==> config.mk <==
export PLATFORM = sky130hd
export DESIGN_NAME = stream_find_replace_unit_flat
export DESIGN_NICKNAME = d
export VERILOG_FILES = /design/src/sfr_pkg.sv /design/src/sfr_channels.sv /design/src/sfr_csr.sv /design/src/sfr_window.sv /design/src/sfr_burst.sv /design/src/stream_find_replace_unit.sv /design/src/flat_wrapper.sv
export SDC_FILE = /design/constraint.sdc
export NUM_CORES = 1
export LEC_CHECK = 0
export BUFFER_PORTS_ARGS = -buffer_cell sky130_fd_sc_hd__clkbuf_2
export CORE_ASPECT_RATIO = 1.25
export CORE_MARGIN = 2
export CORE_UTILIZATION = 50
export DETAILED_ROUTE_END_ITERATION = 10
export GPL_TIMING_DRIVEN = 0
export PLACE_DENSITY_LB_ADDON = 0.3
export SETUP_SLACK_MARGIN = 0.4
export SYNTH_ARGS = -nofsm -noshare
export SYNTH_HDL_FRONTEND = slang
export SYNTH_SLANG_ARGS = --single-unit
export TNS_END_PERCENT = 100
==> constraint.sdc <==
create_clock -name clock -period 17.8 [get_ports clock]
set_clock_uncertainty 0.1 [all_clocks]
set_input_delay 1.78 -clock clock [delete_from_list [all_inputs] [get_ports clock]]
set_output_delay 1.78 -clock clock [all_outputs]
set_load 0.05 [all_outputs]
==> src/sfr_pkg.sv <==
// Shared constants, types and register codes for the stream find-and-replace unit.
package sfr_pkg;

   localparam int PAT_MAX   = 8;
   localparam int REP_MAX   = 8;
   localparam int BURST_MAX = PAT_MAX + 1;
   localparam int FILL_W    = 4;
   localparam int CNT_W     = 4;
   localparam int LEN_W     = 4;
   localparam int WORD_W    = 64;
   localparam int CSR_IDX_W = 2;

   localparam logic [7:0] NEWLINE_BYTE = 8'd10;

   localparam logic [CSR_IDX_W-1:0] CSR_PATTERN_BYTES     = 2'd0;
   localparam logic [CSR_IDX_W-1:0] CSR_PATTERN_LEN       = 2'd1;
   localparam logic [CSR_IDX_W-1:0] CSR_REPLACEMENT_BYTES = 2'd2;
   localparam logic [CSR_IDX_W-1:0] CSR_REPLACEMENT_LEN   = 2'd3;

   typedef logic [7:0] byte_type;

   // lengths already clamped to PAT_MAX / REP_MAX
   typedef struct packed {
      logic [WORD_W-1:0] pattern;
      logic [LEN_W-1:0]  plen;
      logic [WORD_W-1:0] replacement;
      logic [LEN_W-1:0]  rlen;
   } cfg_type;

   // burst of result bytes produced by one item
   typedef struct packed {
      logic [CNT_W-1:0]            count;
      byte_type [BURST_MAX-1:0]    bytes;
   } load_type;

endpackage

==> src/sfr_channels.sv <==
// Channel interfaces: text input, result output and register write port.
interface sfr_req_if import sfr_pkg::*; ();
   logic     valid;
   logic     ready;
   byte_type in_byte;
   logic     stream_last;
   modport source (output valid, output in_byte, output stream_last, input ready);
   modport sink   (input valid, input in_byte, input stream_last, output ready);
endinterface

interface sfr_rsp_if import sfr_pkg::*; ();
   logic     valid;
   logic     ready;
   byte_type out_byte;
   logic     run_last;
   modport source (output valid, output out_byte, output run_last, input ready);
   modport sink   (input valid, input out_byte, input run_last, output ready);
endinterface

interface sfr_csr_if import sfr_pkg::*; ();
   logic                 valid;
   logic                 ready;
   logic [CSR_IDX_W-1:0] reg_index;
   logic [WORD_W-1:0]    data;
   modport source (output valid, output reg_index, output data, input ready);
   modport sink   (input valid, input reg_index, input data, output ready);
endinterface

==> src/sfr_csr.sv <==
// Configuration registers with length clamping.
module sfr_csr import sfr_pkg::*; (
   input  logic                 clock,
   input  logic                 reset,
   input  logic                 wr_valid,
   input  logic [CSR_IDX_W-1:0] wr_index,
   input  logic [WORD_W-1:0]    wr_data,
   output cfg_type              cfg
);

   logic [WORD_W-1:0] pattern_ff, pattern_in;
   logic [LEN_W-1:0]  plen_ff, plen_in;
   logic [WORD_W-1:0] replacement_ff, replacement_in;
   logic [LEN_W-1:0]  rlen_ff, rlen_in;

   always_comb begin
      pattern_in     = pattern_ff;
      plen_in        = plen_ff;
      replacement_in = replacement_ff;
      rlen_in        = rlen_ff;
      if (wr_valid) begin
         unique case (wr_index)
            CSR_PATTERN_BYTES:     pattern_in     = wr_data;
            CSR_PATTERN_LEN:       plen_in        = wr_data[LEN_W-1:0];
            CSR_REPLACEMENT_BYTES: replacement_in = wr_data;
            CSR_REPLACEMENT_LEN:   rlen_in        = wr_data[LEN_W-1:0];
            default: ;
         endcase
      end
   end

   always_ff @(posedge clock) begin
      if (reset) begin
         pattern_ff     <= '0;
         plen_ff        <= '0;
         replacement_ff <= '0;
         rlen_ff        <= '0;
      end else begin
         pattern_ff     <= pattern_in;
         plen_ff        <= plen_in;
         replacement_ff <= replacement_in;
         rlen_ff        <= rlen_in;
      end
   end

   always_comb begin
      cfg.pattern     = pattern_ff;
      cfg.replacement = replacement_ff;
      cfg.plen = (plen_ff > LEN_W'(PAT_MAX)) ? LEN_W'(PAT_MAX) : plen_ff;
      cfg.rlen = (rlen_ff > LEN_W'(REP_MAX)) ? LEN_W'(REP_MAX) : rlen_ff;
   end

endmodule

==> src/sfr_window.sv <==
// Match window: holds candidate bytes, compares and builds each item's result burst.
module sfr_window import sfr_pkg::*; (
   input  logic     clock,
   input  logic     reset,
   input  logic     take,
   input  byte_type in_byte,
   input  logic     stream_last,
   input  cfg_type  cfg,
   output load_type load
);

   byte_type [PAT_MAX-1:0] win_ff, win_in;
   logic [FILL_W-1:0]      fill_ff, fill_in;

   byte_type [PAT_MAX-1:0] w_ins;
   logic [FILL_W-1:0]      fill_inc;
   logic                   pass, full, same;

   always_comb begin
      // insert the new byte at the fill position (fill < plen <= PAT_MAX here)
      for (int k = 0; k < PAT_MAX; k++) begin
         w_ins[k] = (FILL_W'(k) == fill_ff) ? in_byte : win_ff[k];
      end
      fill_inc = fill_ff + FILL_W'(1);
      pass = (in_byte == NEWLINE_BYTE) || (cfg.plen == '0) || (fill_ff >= cfg.plen);
      full = (fill_inc == cfg.plen);
      same = 1'b1;
      for (int k = 0; k < PAT_MAX; k++) begin
         if ((LEN_W'(k) < cfg.plen) && (w_ins[k] != cfg.pattern[8*k +: 8])) begin
            same = 1'b0;
         end
      end

      win_in       = win_ff;
      fill_in      = fill_ff;
      load.count   = '0;
      load.bytes   = '0;

      if (pass) begin
         // flush unmatched window, then the byte itself
         for (int k = 0; k < BURST_MAX; k++) begin
            if (k < PAT_MAX && FILL_W'(k) < fill_ff) begin
               load.bytes[k] = win_ff[k];
            end else begin
               load.bytes[k] = in_byte;
            end
         end
         load.count = CNT_W'(fill_ff) + CNT_W'(1);
         fill_in    = '0;
      end else if (full && same) begin
         for (int k = 0; k < REP_MAX; k++) begin
            load.bytes[k] = cfg.replacement[8*k +: 8];
         end
         load.count = CNT_W'(cfg.rlen);
         fill_in    = '0;
      end else if (stream_last) begin
         // full miss emits oldest then the rest; either way the whole window goes
         for (int k = 0; k < PAT_MAX; k++) begin
            load.bytes[k] = w_ins[k];
         end
         load.count = CNT_W'(fill_inc);
         fill_in    = '0;
      end else if (full) begin
         load.bytes[0] = w_ins[0];
         load.count    = CNT_W'(1);
         for (int k = 0; k < PAT_MAX; k++) begin
            win_in[k] = (k < PAT_MAX - 1) ? w_ins[(k + 1) % PAT_MAX] : w_ins[k];
         end
         fill_in = fill_ff;
      end else begin
         win_in  = w_ins;
         fill_in = fill_inc;
      end
   end

   always_ff @(posedge clock) begin
      if (reset) begin
         fill_ff <= '0;
      end else if (take) begin
         fill_ff <= fill_in;
      end
   end

   always_ff @(posedge clock) begin
      if (take) begin
         win_ff <= win_in;
      end
   end

endmodule

==> src/sfr_burst.sv <==
// Result buffer: holds one item's burst and shifts it out a byte at a time.
module sfr_burst import sfr_pkg::*; (
   input  logic     clock,
   input  logic     reset,
   input  logic     take,
   input  load_type load,
   output logic     load_ok,
   output logic     rsp_valid,
   input  logic     rsp_ready,
   output byte_type out_byte,
   output logic     run_last
);

   byte_type [BURST_MAX-1:0] buf_ff, buf_in;
   logic [CNT_W-1:0]         cnt_ff, cnt_in;
   logic                     pop;

   assign pop       = rsp_valid && rsp_ready;
   assign rsp_valid = (cnt_ff != '0);
   assign out_byte  = buf_ff[0];
   assign run_last  = (cnt_ff == CNT_W'(1));
   assign load_ok   = (cnt_ff == '0) || (run_last && rsp_ready);

   always_comb begin
      buf_in = buf_ff;
      cnt_in = cnt_ff;
      if (take) begin
         buf_in = load.bytes;
         cnt_in = load.count;
      end else if (pop) begin
         for (int k = 0; k < BURST_MAX; k++) begin
            buf_in[k] = (k < BURST_MAX - 1) ? buf_ff[(k + 1) % BURST_MAX] : buf_ff[k];
         end
         cnt_in = cnt_ff - CNT_W'(1);
      end
   end

   always_ff @(posedge clock) begin
      if (reset) begin
         cnt_ff <= '0;
      end else begin
         cnt_ff <= cnt_in;
      end
   end

   always_ff @(posedge clock) begin
      buf_ff <= buf_in;
   end

endmodule

==> src/stream_find_replace_unit.sv <==
// Top level of the streaming find-and-replace unit.
//
//  channel   dir  payload                         handshake
//  req_chan  in   in_byte[7:0], stream_last       valid / ready
//  rsp_chan  out  out_byte[7:0], run_last         valid / ready
//  csr_chan  in   reg_index[1:0], data[63:0]      valid / ready (ready tied high)
//
//  Each item is taken in a single handshake; its results (0 to 8 bytes) leave one per
//  cycle while rsp_chan.ready is high. Input is accepted when the result buffer is
//  empty or sends its final byte in that cycle, so items of at most one result flow at
//  one item per cycle while rsp_chan is ready; a longer item holds the input off until its final byte leaves.
//  Reset is synchronous, active high; it clears the configuration, the window fill and the result count.
//  Stalls on rsp_chan back up straight into req_chan.ready.
module stream_find_replace_unit import sfr_pkg::*; (
   input  logic       clock,
   input  logic       reset,
   sfr_req_if.sink    req_chan,
   sfr_rsp_if.source  rsp_chan,
   sfr_csr_if.sink    csr_chan
);

   cfg_type  cfg;
   load_type load;
   logic     load_ok;
   logic     take;

   // register port never stalls
   assign csr_chan.ready = 1'b1;

   assign req_chan.ready = load_ok;
   assign take           = req_chan.valid && load_ok;

   sfr_csr u_csr (
      .clock    (clock),
      .reset    (reset),
      .wr_valid (csr_chan.valid),
      .wr_index (csr_chan.reg_index),
      .wr_data  (csr_chan.data),
      .cfg      (cfg)
   );

   // window update and burst build, all within the accept cycle
   sfr_window u_window (
      .clock       (clock),
      .reset       (reset),
      .take        (take),
      .in_byte     (req_chan.in_byte),
      .stream_last (req_chan.stream_last),
      .cfg         (cfg),
      .load        (load)
   );

   // result register: doubles as the skid between the two sides
   sfr_burst u_burst (
      .clock     (clock),
      .reset     (reset),
      .take      (take),
      .load      (load),
      .load_ok   (load_ok),
      .rsp_valid (rsp_chan.valid),
      .rsp_ready (rsp_chan.ready),
      .out_byte  (rsp_chan.out_byte),
      .run_last  (rsp_chan.run_last)
   );

   // a new item only lands once the previous burst is done or finishing
   a_take_after_burst: assert property (@(posedge clock) disable iff (reset)
      take |-> (!rsp_chan.valid || (rsp_chan.ready && rsp_chan.run_last)))
      else $error("item taken while a burst is still pending");

   // an item with results shows them next cycle; one without leaves output idle
   a_burst_follows: assert property (@(posedge clock) disable iff (reset)
      take |=> (rsp_chan.valid == ($past(load.count) != '0)))
      else $error("result presence does not match burst length");

   a_burst_bound: assert property (@(posedge clock) disable iff (reset)
      take |-> (load.count <= CNT_W'(BURST_MAX)))
      else $error("burst longer than the result buffer");

endmodule
==> src/flat_wrapper.sv <==
// flat-port wrapper written by rule: the top's interface ports become plain ports
module stream_find_replace_unit_flat import sfr_pkg::*;
  (clock, reset, req_chan_valid, req_chan_in_byte, req_chan_stream_last, req_chan_ready, rsp_chan_valid, rsp_chan_out_byte, rsp_chan_run_last, rsp_chan_ready, csr_chan_valid, csr_chan_reg_index, csr_chan_data, csr_chan_ready);
  sfr_req_if req_chan_i ();
  sfr_rsp_if rsp_chan_i ();
  sfr_csr_if csr_chan_i ();
  input  logic clock;
  input  logic reset;
  input wire logic [$bits(req_chan_i.valid)-1:0] req_chan_valid;
  input wire logic [$bits(req_chan_i.in_byte)-1:0] req_chan_in_byte;
  input wire logic [$bits(req_chan_i.stream_last)-1:0] req_chan_stream_last;
  output wire logic [$bits(req_chan_i.ready)-1:0] req_chan_ready;
  output wire logic [$bits(rsp_chan_i.valid)-1:0] rsp_chan_valid;
  output wire logic [$bits(rsp_chan_i.out_byte)-1:0] rsp_chan_out_byte;
  output wire logic [$bits(rsp_chan_i.run_last)-1:0] rsp_chan_run_last;
  input wire logic [$bits(rsp_chan_i.ready)-1:0] rsp_chan_ready;
  input wire logic [$bits(csr_chan_i.valid)-1:0] csr_chan_valid;
  input wire logic [$bits(csr_chan_i.reg_index)-1:0] csr_chan_reg_index;
  input wire logic [$bits(csr_chan_i.data)-1:0] csr_chan_data;
  output wire logic [$bits(csr_chan_i.ready)-1:0] csr_chan_ready;
  assign req_chan_i.valid = req_chan_valid;
  assign req_chan_i.in_byte = req_chan_in_byte;
  assign req_chan_i.stream_last = req_chan_stream_last;
  assign req_chan_ready = req_chan_i.ready;
  assign rsp_chan_valid = rsp_chan_i.valid;
  assign rsp_chan_out_byte = rsp_chan_i.out_byte;
  assign rsp_chan_run_last = rsp_chan_i.run_last;
  assign rsp_chan_i.ready = rsp_chan_ready;
  assign csr_chan_i.valid = csr_chan_valid;
  assign csr_chan_i.reg_index = csr_chan_reg_index;
  assign csr_chan_i.data = csr_chan_data;
  assign csr_chan_ready = csr_chan_i.ready;
  stream_find_replace_unit u_core (.clock(clock), .reset(reset), .req_chan(req_chan_i), .rsp_chan(rsp_chan_i), .csr_chan(csr_chan_i));
endmodule
==> results of run 1 <==
## power by group
part           internal (mW)  switching [mW]
Clock                  0.369           0.266
Combinational          0.178           0.378
Sequential             0.835          0.0543
## registers in the layout (all words and copies together) (netlist names)
register and flops:
u_core.u_burst.buf_ff 64, u_core.u_burst.cnt_ff 4, u_core.u_burst.out_byte 8, u_core.u_csr.pattern_ff 64
u_core.u_csr.plen_ff 4, u_core.u_csr.replacement_ff 64, u_core.u_csr.rlen_ff 4, u_core.u_window.fill_ff 4
u_core.u_window.win_ff 64
## final timing paths
path,start,to,slack (ns),cells past startpoint
worst min register to register,u_core.u_csr.replacement_ff[51]$_SDFFE_PP0P_,u_core.u_csr.replacement_ff[51]$_SDFFE_PP0P_,0.35,2
worst max-delay path,req_chan_in_byte[7],u_core.u_window.win_ff[18]$_DFFE_PP_,11.20,15
worst max register to register,u_core.u_window.fill_ff[3]$_SDFFE_PP0P_,u_core.u_window.win_ff[18]$_DFFE_PP_,12.23,16
worst min-delay path,u_core.u_csr.replacement_ff[51]$_SDFFE_PP0P_,u_core.u_csr.replacement_ff[51]$_SDFFE_PP0P_,0.35,2
## worst register-to-register path: stages (launching register included)
cell	delay (ns)
sky130_fd_sc_hd__dfxtp_1	0.40
sky130_fd_sc_hd__clkbuf_1	0.26
sky130_fd_sc_hd__nor4bb_1	0.75
sky130_fd_sc_hd__clkbuf_1	0.54
sky130_fd_sc_hd__mux2i_1	0.41
sky130_fd_sc_hd__xnor2_1	0.16
sky130_fd_sc_hd__nor2_1	0.09
sky130_fd_sc_hd__nand4_1	0.19
sky130_fd_sc_hd__a21oi_1	0.15
sky130_fd_sc_hd__o211ai_4	0.20
sky130_fd_sc_hd__nor2_8	0.07
sky130_fd_sc_hd__buf_8	0.21
sky130_fd_sc_hd__buf_12	0.17
sky130_fd_sc_hd__nor4_2	0.82
sky130_fd_sc_hd__buf_4	0.34
sky130_fd_sc_hd__buf_4	0.21
sky130_fd_sc_hd__buf_4	0.18
## through the flow
step | util | setup WS (ns) | cells | total power [mW]
after floorplan | - | 7.443 | 1808 | 1.243
final | 0.5726 | 11.20 | 2366 | 2.080
after detailed placement | 0.5406 | 10.91 | 2310 | 1.440
after global placement | 0.5366 | 2.759 | 2300 | 1.425
after global routing | 0.5726 | 11.17 | 2366 | 2.143
after CTS | 0.5726 | 11.43 | 2366 | 2.064
## cells in the mapped netlist (7+ instances only)
| library cell | n | area (um2) |
|---|---|---|
| sky130_fd_sc_hd__nand2_1 | 316 | 1186 |
| sky130_fd_sc_hd__a21oi_1 | 242 | 1211 |
| sky130_fd_sc_hd__mux2i_1 | 168 | 1682 |
| sky130_fd_sc_hd__dfxtp_1 | 144 | 2883 |
| sky130_fd_sc_hd__nor2_1 | 139 | 521.8 |
| sky130_fd_sc_hd__edfxtp_1 | 136 | 4084 |
| sky130_fd_sc_hd__clkbuf_1 | 111 | 416.7 |
| sky130_fd_sc_hd__nor3_1 | 70 | 350.3 |
| sky130_fd_sc_hd__o22ai_1 | 63 | 394.1 |
| sky130_fd_sc_hd__nor2b_1 | 62 | 387.9 |
| sky130_fd_sc_hd__inv_1 | 58 | 217.7 |
| sky130_fd_sc_hd__o21ai_1 | 40 | 200.2 |
| sky130_fd_sc_hd__o21ai_0 | 25 | 125.1 |
| sky130_fd_sc_hd__xnor2_1 | 20 | 175.2 |
| sky130_fd_sc_hd__a21boi_0 | 14 | 105.1 |
| sky130_fd_sc_hd__xor2_1 | 14 | 122.6 |
| sky130_fd_sc_hd__nand3_1 | 12 | 60.06 |
| sky130_fd_sc_hd__buf_4 | 11 | 82.58 |
| sky130_fd_sc_hd__nor4_1 | 11 | 68.82 |
| sky130_fd_sc_hd__buf_2 | 10 | 50.05 |
| sky130_fd_sc_hd__o22a_1 | 10 | 87.58 |
| sky130_fd_sc_hd__ha_1 | 9 | 112.6 |
| sky130_fd_sc_hd__nand4_1 | 8 | 50.05 |
| sky130_fd_sc_hd__a31o_2 | 7 | 61.31 |
## metal layers
metal  vias up  track usage  share of wire
met1      6816       0.4124           0.37
met4         2       0.1956          0.072
met2       875       0.5389           0.46
met5         -            0        0.00018
li1       6649            -              -
met3       238      0.05360          0.099
## layout make-up
class                           instances  share of cell area
Sequential cell                       280              0.3949
Clock buffer                           50             0.05284
Multi-Input combinational cell       1326              0.4394
Buffer                                144             0.03887
Inverter                               58             0.01234
Tap cell                              407             0.02887
Timing Repair Buffer                   95             0.02972
Clock inverter                          6            0.003050
## kinds of logic (layout without fill, tap and decap cells)
family | Yosys count | in the layout | synth area share
buffers and inverters | 202 | 353 | 0.05791
flip-flops | 280 | 280 | 0.4466
multiplexers | 169 | 169 | 0.1085
AND/OR/NAND/NOR | 657 | 657 | 0.1884
AO/OA/AOI/OAI | 456 | 456 | 0.1720
other | 1 | 1 | 0.0002404
XOR/XNOR | 34 | 34 | 0.01909
adder cells (fa/ha/maj) | 9 | 9 | 0.007219
==> metrics.md, run 1 <==
| Metric | Value |
|---|---|
| Outcome | `finished clean` |
| Total global routing overflow | `0` |
| Sequential cell area fraction in the yosys report | `0.4466` |
| Final Wtd Congestion | `0.9588` |
| Data arrival time of the critical path | `6.78 ns` |
| WL per Instance | `approximately 23 um` |
| Fill cell count | `2,841` |
| Initial Util | `0.5063` |
| Via Count | `14,580` |
| CTS sink count | `between 200 and 300` |
| Synth-to-layout area growth | `13.09%` |
| Time the final worst path needs with I/O delays and setup | `approximately 6.6 ns` |
| Deepest level of the CTS H-tree | `1` |
| Critical path launch point type | `input port` |
| Setup repair after global routing missed its margin | `false` |
| Final instance area | `17,640 um2` |
| Number of warnings reported in the yosys synthesis log | `0` |
| Final setup violating endpoints | `0` |
| Post-CTS repair timing setup buffer count | `0` |
| Post-route setup TNS | `0 ns` |
| Clk Latency, worst-skew pair | `approximately 0.58 ns` |
| Max VDD drop | `around 0.0001 V` |
| Storage element area | `6967 um2` |
| Capturing element type of the critical path | `flop` |
| CP most frequent cell | `sky130_fd_sc_hd__buf_4` |
| Inserted Clock Buffers | `30` |
| Seq cells post-synth | `280` |
| Drt initial violations | `about 1,900` |
| Post-synth ARST share | `0` |
| Path category of the worst min-delay check | `flop to flop` |
| Final-report hold violation count | `0` |
| Post-detailed-routing wire length | `54,860 um` |
| Final cycle utilization of the critical path | `0.3707` |
| Reported max-cap violation count | `0` |
| Worst Max-Slew Pin Slew | `1.429 ns` |
| Post-synthesis area per instance | `8.628 um2` |
| Horizontal extent of the die | `162.0 um` |
| Post-detailed-route count of antenna-violating nets | `0` |
| Number of primary I/O pins | `92` |
| Number of hold-repair buffers added at the cts stage | `0` |
| Summed instance area of the synthesized netlist | `15,600 um2` |
| Most used cells in the layout excluding fill and tap cells | `316 x sky130_fd_sc_hd__nand2_1, 242 x sky130_fd_sc_hd__a21oi_1, 168 x sky130_fd_sc_hd__mux2i_1, 144 x sky130_fd_sc_hd__dfxtp_1, 138 x sky130_fd_sc_hd__nor2_1` |
| Total power divided by cell area | `117.9 nW/um2` |
| Buffering stage count on the worst path with inverters included | `7` |
| Floorplan core area | `30,810 um2` |
| Maximum root-to-sink buffer count | `3` |
| Max Freq | `151.6 MHz` |
| Fin nets | `2,024` |
| Netlist cell types | `72` |
| Predominant post-synthesis flop cell | `sky130_fd_sc_hd__dfxtp_1` |
| Vias in the first global route | `13,900` |
| Final number of max-transition violations | `0` |
| Post-detailed-route via-to-cell ratio | `6.162` |
| Number of input and output port buffers inserted | `85` |
| Total die area | `about 33,000 um2` |
| Worst endpoint required time | `17.98 ns` |
| Crit-path slowest cell | `sky130_fd_sc_hd__nor4_2` |
| Maximum cell stage delay along the critical path | `0.82 ns` |
| Post-synth EDFFs | `136` |
| Static leakage power | `6.601 nW` |
| Aggregate global-route resource usage | `0.3305` |
| Number of instances resized during post-cts repair | `0` |
| Final worst hold slack | `0.3548 ns` |
| Count of inserted antenna diode cells | `0` |
| Cell count after synthesis | `1,808` |
| DPL Wire Length | `39,710 um` |
| Clk slew on worst S/H paths | `approximately 0.060 ns` |
| Area after detailed placement | `16,650 um2` |
| Wire length of the first global-routing pass | `approximately 82,000 um` |
| Normalized max-slew margin | `0.02268` |
| Crit path max fanout | `10` |
| Fraction of final layout cells with drive strength greater than 1 | `0.09546` |
| CP Class | `input port to flop` |
| TritonRoute pass-1 iters | `8` |
| TritonCTS clock tree | `built` |
| Std cell rows | `72` |
| Area of the multi-input gates | `~7800 um2` |
| Vertical die dimension | `about 200 um` |
| Number of antenna violations at the first check in global routing | `1` |
| Critical path cell sequence | `clkbuf_1, clkbuf_1, mux2i_1, o22ai_1, nor2_1, a31oi_1, a311oi_1, o211ai_4, nor2_8, buf_8, buf_12, nor4_2, buf_4, buf_4, buf_4` |
| Maximum number of pins on one net before global-route repair | `between 40 and 50` |
| Syn nets | `1,897` |
| Clock root cell | `sky130_fd_sc_hd__clkbuf_16` |
| Number of remaining DRC errors | `0` |
| Gate family responsible for the most delay along the worst path | `buffers and inverters` |
| Most common cell after layout, fill and taps aside | `sky130_fd_sc_hd__nand2_1` |
Power figures use the tool's default switching activity.
==> run 2, diff against run 1 <==
Settings changed: ABC_AREA set to 1.
Clock period 17.8 ns to 5.92 ns, I/O delays scaled along.
==> run 2 against run 1 <==
Compared with the run above:
- worst hold slack lost 0.22 ns
- first-iteration DRC count grew 8.9%
- total power grew to 3.8 times the previous value
- clock power grew to 2.8 times the previous value
- die area shrank 0.19%
- flip-flop and latch count is the same
- register-to-register slack lost 11 ns
- largest cell class unchanged
- highest routed layer unchanged
==> metrics.md, run 2 <==
| Metric | Value |
|---|---|
| Static leakage power | `7.415 nW (+12%)` |
| Number of warnings reported in the yosys synthesis log | `0 (unchanged)` |
| Fin nets | `2,338 (+16%)` |
| Time the final worst path needs with I/O delays and setup | `5.147 ns` |
| Deepest level of the CTS H-tree | `1 (unchanged)` |
| Post-Place Setup Slack | `0.7198 ns (-10.19 ns)` |
| Capturing element type of the critical path | `flop` |
| Post-detailed-route count of antenna-violating nets | `0 (unchanged)` |
| Outcome | `finished clean` |
| Worst endpoint required time | `6.14 ns (-11.84 ns)` |
| DPL Wire Length | `44,380 um (+12%)` |
| Worst Max-Slew Pin Slew | `1.278 ns (-0.1509 ns)` |
| Final-report hold violation count | `0 (unchanged)` |
| Count leader, synth | `sky130_fd_sc_hd__nand2_1` |
| Syn nets | `2,220 (+17%)` |
| Std cell rows | `72 (unchanged)` |
| Area fraction of the dominant cell type after synthesis | `0.2623 (+0.0005050)` |
| Vertical die dimension | `201.3 um (about the same)` |
| Post-synth ARST share | `0 (unchanged)` |
| Gate family responsible for the most delay along the worst path | `buffers and inverters` |
| Commonest cells in the synthesized netlist | `576 x sky130_fd_sc_hd__nand2_1, 212 x sky130_fd_sc_hd__inv_1, 204 x sky130_fd_sc_hd__o21ai_0, 186 x sky130_fd_sc_hd__a21oi_1, 180 x sky130_fd_sc_hd__nand3_1` |
| Max VDD drop | `0.0002701 V (+170%)` |
| Sequential cell area fraction in the yosys report | `0.4475 (+0.0008614)` |
| CP Class | `input port to flop` |
| Post-detailed-routing wire length | `60,590 um (+10%)` |
| Final setup violating endpoints | `0 (unchanged)` |
| Summed instance area of the synthesized netlist | `15,570 um2 (-0.19%)` |
| Wire length of the first global-routing pass | `89,710 um (+8.9%)` |
| Post-synthesis area per instance | `7.306 um2 (-15%)` |
| Post-route met1 wirelength | `22,300 um (+9.8%)` |
| Number of hold-repair buffers added at the cts stage | `0 (unchanged)` |
| Crit-path slowest cell | `sky130_fd_sc_hd__clkinv_1` |
| Aggregate global-route resource usage | `0.3670 (+0.03657)` |
| Reported max-cap violation count | `0 (unchanged)` |
| Final cycle utilization of the critical path | `0.8694` |
| Worst-case setup margin in the final layout | `0.7729 ns (-10.43 ns)` |
| Drt initial violations | `2,054 (+8.9%)` |
| Number of instances resized during post-cts repair | `0 (unchanged)` |
| Routed met2 length | `27,230 um (+8.3%)` |
| Number of primary I/O pins | `92 (unchanged)` |
| Netlist cell types | `35 (-51%)` |
| Total die area | `32,570 um2 (-0.19%)` |
| Top routing layer in use | `met5` |
| Total power divided by cell area | `453.3 nW/um2 (+280%)` |
| Post-detailed-route via-to-cell ratio | `6.041 (-2.0%)` |
| Critical path cell sequence | `clkbuf_1, clkinv_1, nand3_1, nand2_1, nand2_1, nand2_1, nor2_1, nand2_1, nor2_1, nand2_1, nor2_1, nand3_1, nand2_2, nand3_4, clkbuf_1, nand3_1, o211ai_1, nand2_1, nand2_1` |
| Vias in the first global route | `15,210 (+9.4%)` |
| Amount of wire on met3 after detailed routing | `6270 um (+15%)` |
| Area after detailed placement | `16,600 um2 (-0.33%)` |
| Final number of max-transition violations | `0 (unchanged)` |
| Predominant post-synthesis flop cell | `sky130_fd_sc_hd__dfxtp_1` |
| Maximum cell stage delay along the critical path | `1.10 ns (+0.28 ns)` |
| Crit path max fanout | `10 (unchanged)` |
| Most common cell after layout, fill and taps aside | `sky130_fd_sc_hd__nand2_1` |
| TritonCTS clock tree | `built` |
| Initial Util | `0.5053 (-0.0009746)` |
| Maximum number of pins on one net before global-route repair | `30 (-27%)` |
| CTS sink count | `280 (unchanged)` |
| Horizontal extent of the die | `161.8 um (about the same)` |
| Most used cells in the layout excluding fill and tap cells | `576 x sky130_fd_sc_hd__nand2_1, 212 x sky130_fd_sc_hd__inv_1, 203 x sky130_fd_sc_hd__o21ai_0, 186 x sky130_fd_sc_hd__a21oi_1, 180 x sky130_fd_sc_hd__nand3_1` |
| Largest cells by area after synthesis | `sky130_fd_sc_hd__edfxtp_1 26%, sky130_fd_sc_hd__dfxtp_1 19%, sky130_fd_sc_hd__nand2_1 14%, sky130_fd_sc_hd__o21ai_0 6.6%, sky130_fd_sc_hd__a21oi_1 6.0%` |
| Seq cells post-synth | `280 (unchanged)` |
| Maximum root-to-sink buffer count | `3 (unchanged)` |
| Clock root cell | `sky130_fd_sc_hd__clkbuf_16` |
| Inserted Clock Buffers | `29 (-3.3%)` |
| Buffering stage count on the worst path with inverters included | `3 (-4)` |
| Via Count | `16,180 (+11%)` |
| Total global routing overflow | `0 (unchanged)` |
| Final instance area | `17,490 um2 (-0.87%)` |
| Data arrival time of the critical path | `5.37 ns (-1.41 ns)` |
| Clk slew on worst S/H paths | `0.07 ns (about the same)` |
| Cell count after synthesis | `2,131 (+18%)` |
| Floorplan core area | `30,810 um2 (unchanged)` |
| Number of non-filler instances in the completed layout | `2,678 (+13%)` |
| Setup repair after global routing missed its margin | `false` |
| Top cell type by total area after synthesis | `sky130_fd_sc_hd__edfxtp_1` |
| Number of remaining DRC errors | `0 (unchanged)` |
| Max Freq | `194.3 MHz` |
| Path category of the worst min-delay check | `input port to flop` |
| Synth-to-layout area growth | `12.33%` |
| Fraction of final layout cells with drive strength greater than 1 | `0.08454 (-0.01091)` |
| Count of inserted antenna diode cells | `0 (unchanged)` |
| Critical path launch point type | `input port` |
| Normalized max-slew margin | `0.1479 (+0.1253)` |
| Post-CTS repair timing setup buffer count | `0 (unchanged)` |
| Number of input and output port buffers inserted | `83 (-2.4%)` |
| TritonRoute pass-1 iters | `6 (-2)` |
| CP most frequent cell | `sky130_fd_sc_hd__nand2_1` |
| WL per Instance | `22.62 um (-2.4%)` |
| Final Wtd Congestion | `1.027 (+7.1%)` |
| Post-synth EDFFs | `136 (unchanged)` |
| Post-placement cell count | `2,625 (+14%)` |
| Clk Latency, worst-skew pair | `0.58 ns (about the same)` |
| Number of antenna violations at the first check in global routing | `1 (unchanged)` |
run 2: cell types whose count changed after synthesis, sizes merged, moves of 88 or more:
cell	delta
inv	+160
mux2i	-168
nand2	+265
nand3	+170
o211ai	+88
o21ai	+161
run 2: layout make-up:
type / count / area [um2]
buffer: 145 / 655.6
sequential: 280 / 6967
tap: 407 / 509.2
timing repair buffer: 87 / 503.0
multi-input combinational: 1479 / 7113
fill: 2980 / 13320
clock buffer: 44 / 843.3
inverter: 227 / 852.1
clock inverter: 9 / 45.04
run 2: worst reg2reg max path: cells and delay by family (launching register included):
kind	cells	cell delay [ns]
buffers and inverters	6	2.12
AND/OR/NAND/NOR	5	0.96
flip-flops	1	0.67
adder cells (fa/ha/maj)	1	0.43
AO/OA/AOI/OAI	1	0.16
run 2: cells by family (layout without fill, tap and decap cells):
family	Yosys count	in the layout	share of synthesized area
other cells	1	1	0.0002409
simple gates	929	929	0.2528
buf+inv	372	512	0.09684
fa+ha+maj	9	9	0.007233
xor+xnor	10	10	0.005625
compound gates	530	530	0.1898
flops	280	280	0.4475
run 2: where the power goes:
| group | internal [mW] | switching [mW] | total, mW |
|---|---|---|---|
| registers | 2.63 | 0.149 | 2.78 |
| clock network | 0.977 | 0.792 | 1.77 |
| logic | 0.939 | 2.44 | 3.38 |
run 2: per-stage QoR:
| stage | utilization | hold WS [ns] | TNS [ns] | total power [mW] |
|---|---|---|---|---|
| 2_1_floorplan | - | 0.3237 | 0 | 4.990 |
| 3_3_place_gp | 0.5354 | 0.3365 | -90.62 | 5.983 |
| 3_5_place_dp | 0.5388 | 0.3444 | 0 | 6.055 |
| 4_1_cts | 0.5676 | 0.1212 | 0 | 7.802 |
| 5_1_grt | 0.5676 | 0.1597 | 0 | 8.278 |
| 6_report | 0.5676 | 0.1338 | 0 | 7.927 |
run 2: path summary, 6_finish.rpt:
kind                                               start                                     endpoint  slack [ns]  depth (start not counted)
min                                                reset        u_core.u_burst.cnt_ff[1]$_SDFFE_PP0P_        0.13                          2
max reg2reg      u_core.u_window.fill_ff[1]$_SDFFE_PP0P_         u_core.u_window.win_ff[38]$_DFFE_PP_        1.18                         13
max                                  req_chan_in_byte[5]          u_core.u_burst.buf_ff[58]$_DFFE_PP_        0.77                         19
min reg2reg  u_core.u_csr.replacement_ff[7]$_SDFFE_PP0P_  u_core.u_csr.replacement_ff[7]$_SDFFE_PP0P_        0.36                          2
run 2: metal layers:
layer,track usage,vias up
li1,-,7399
met1,0.4515,7491
met2,0.5883,1013
met3,0.06803,273
met4,0.2402,2
met5,0,-
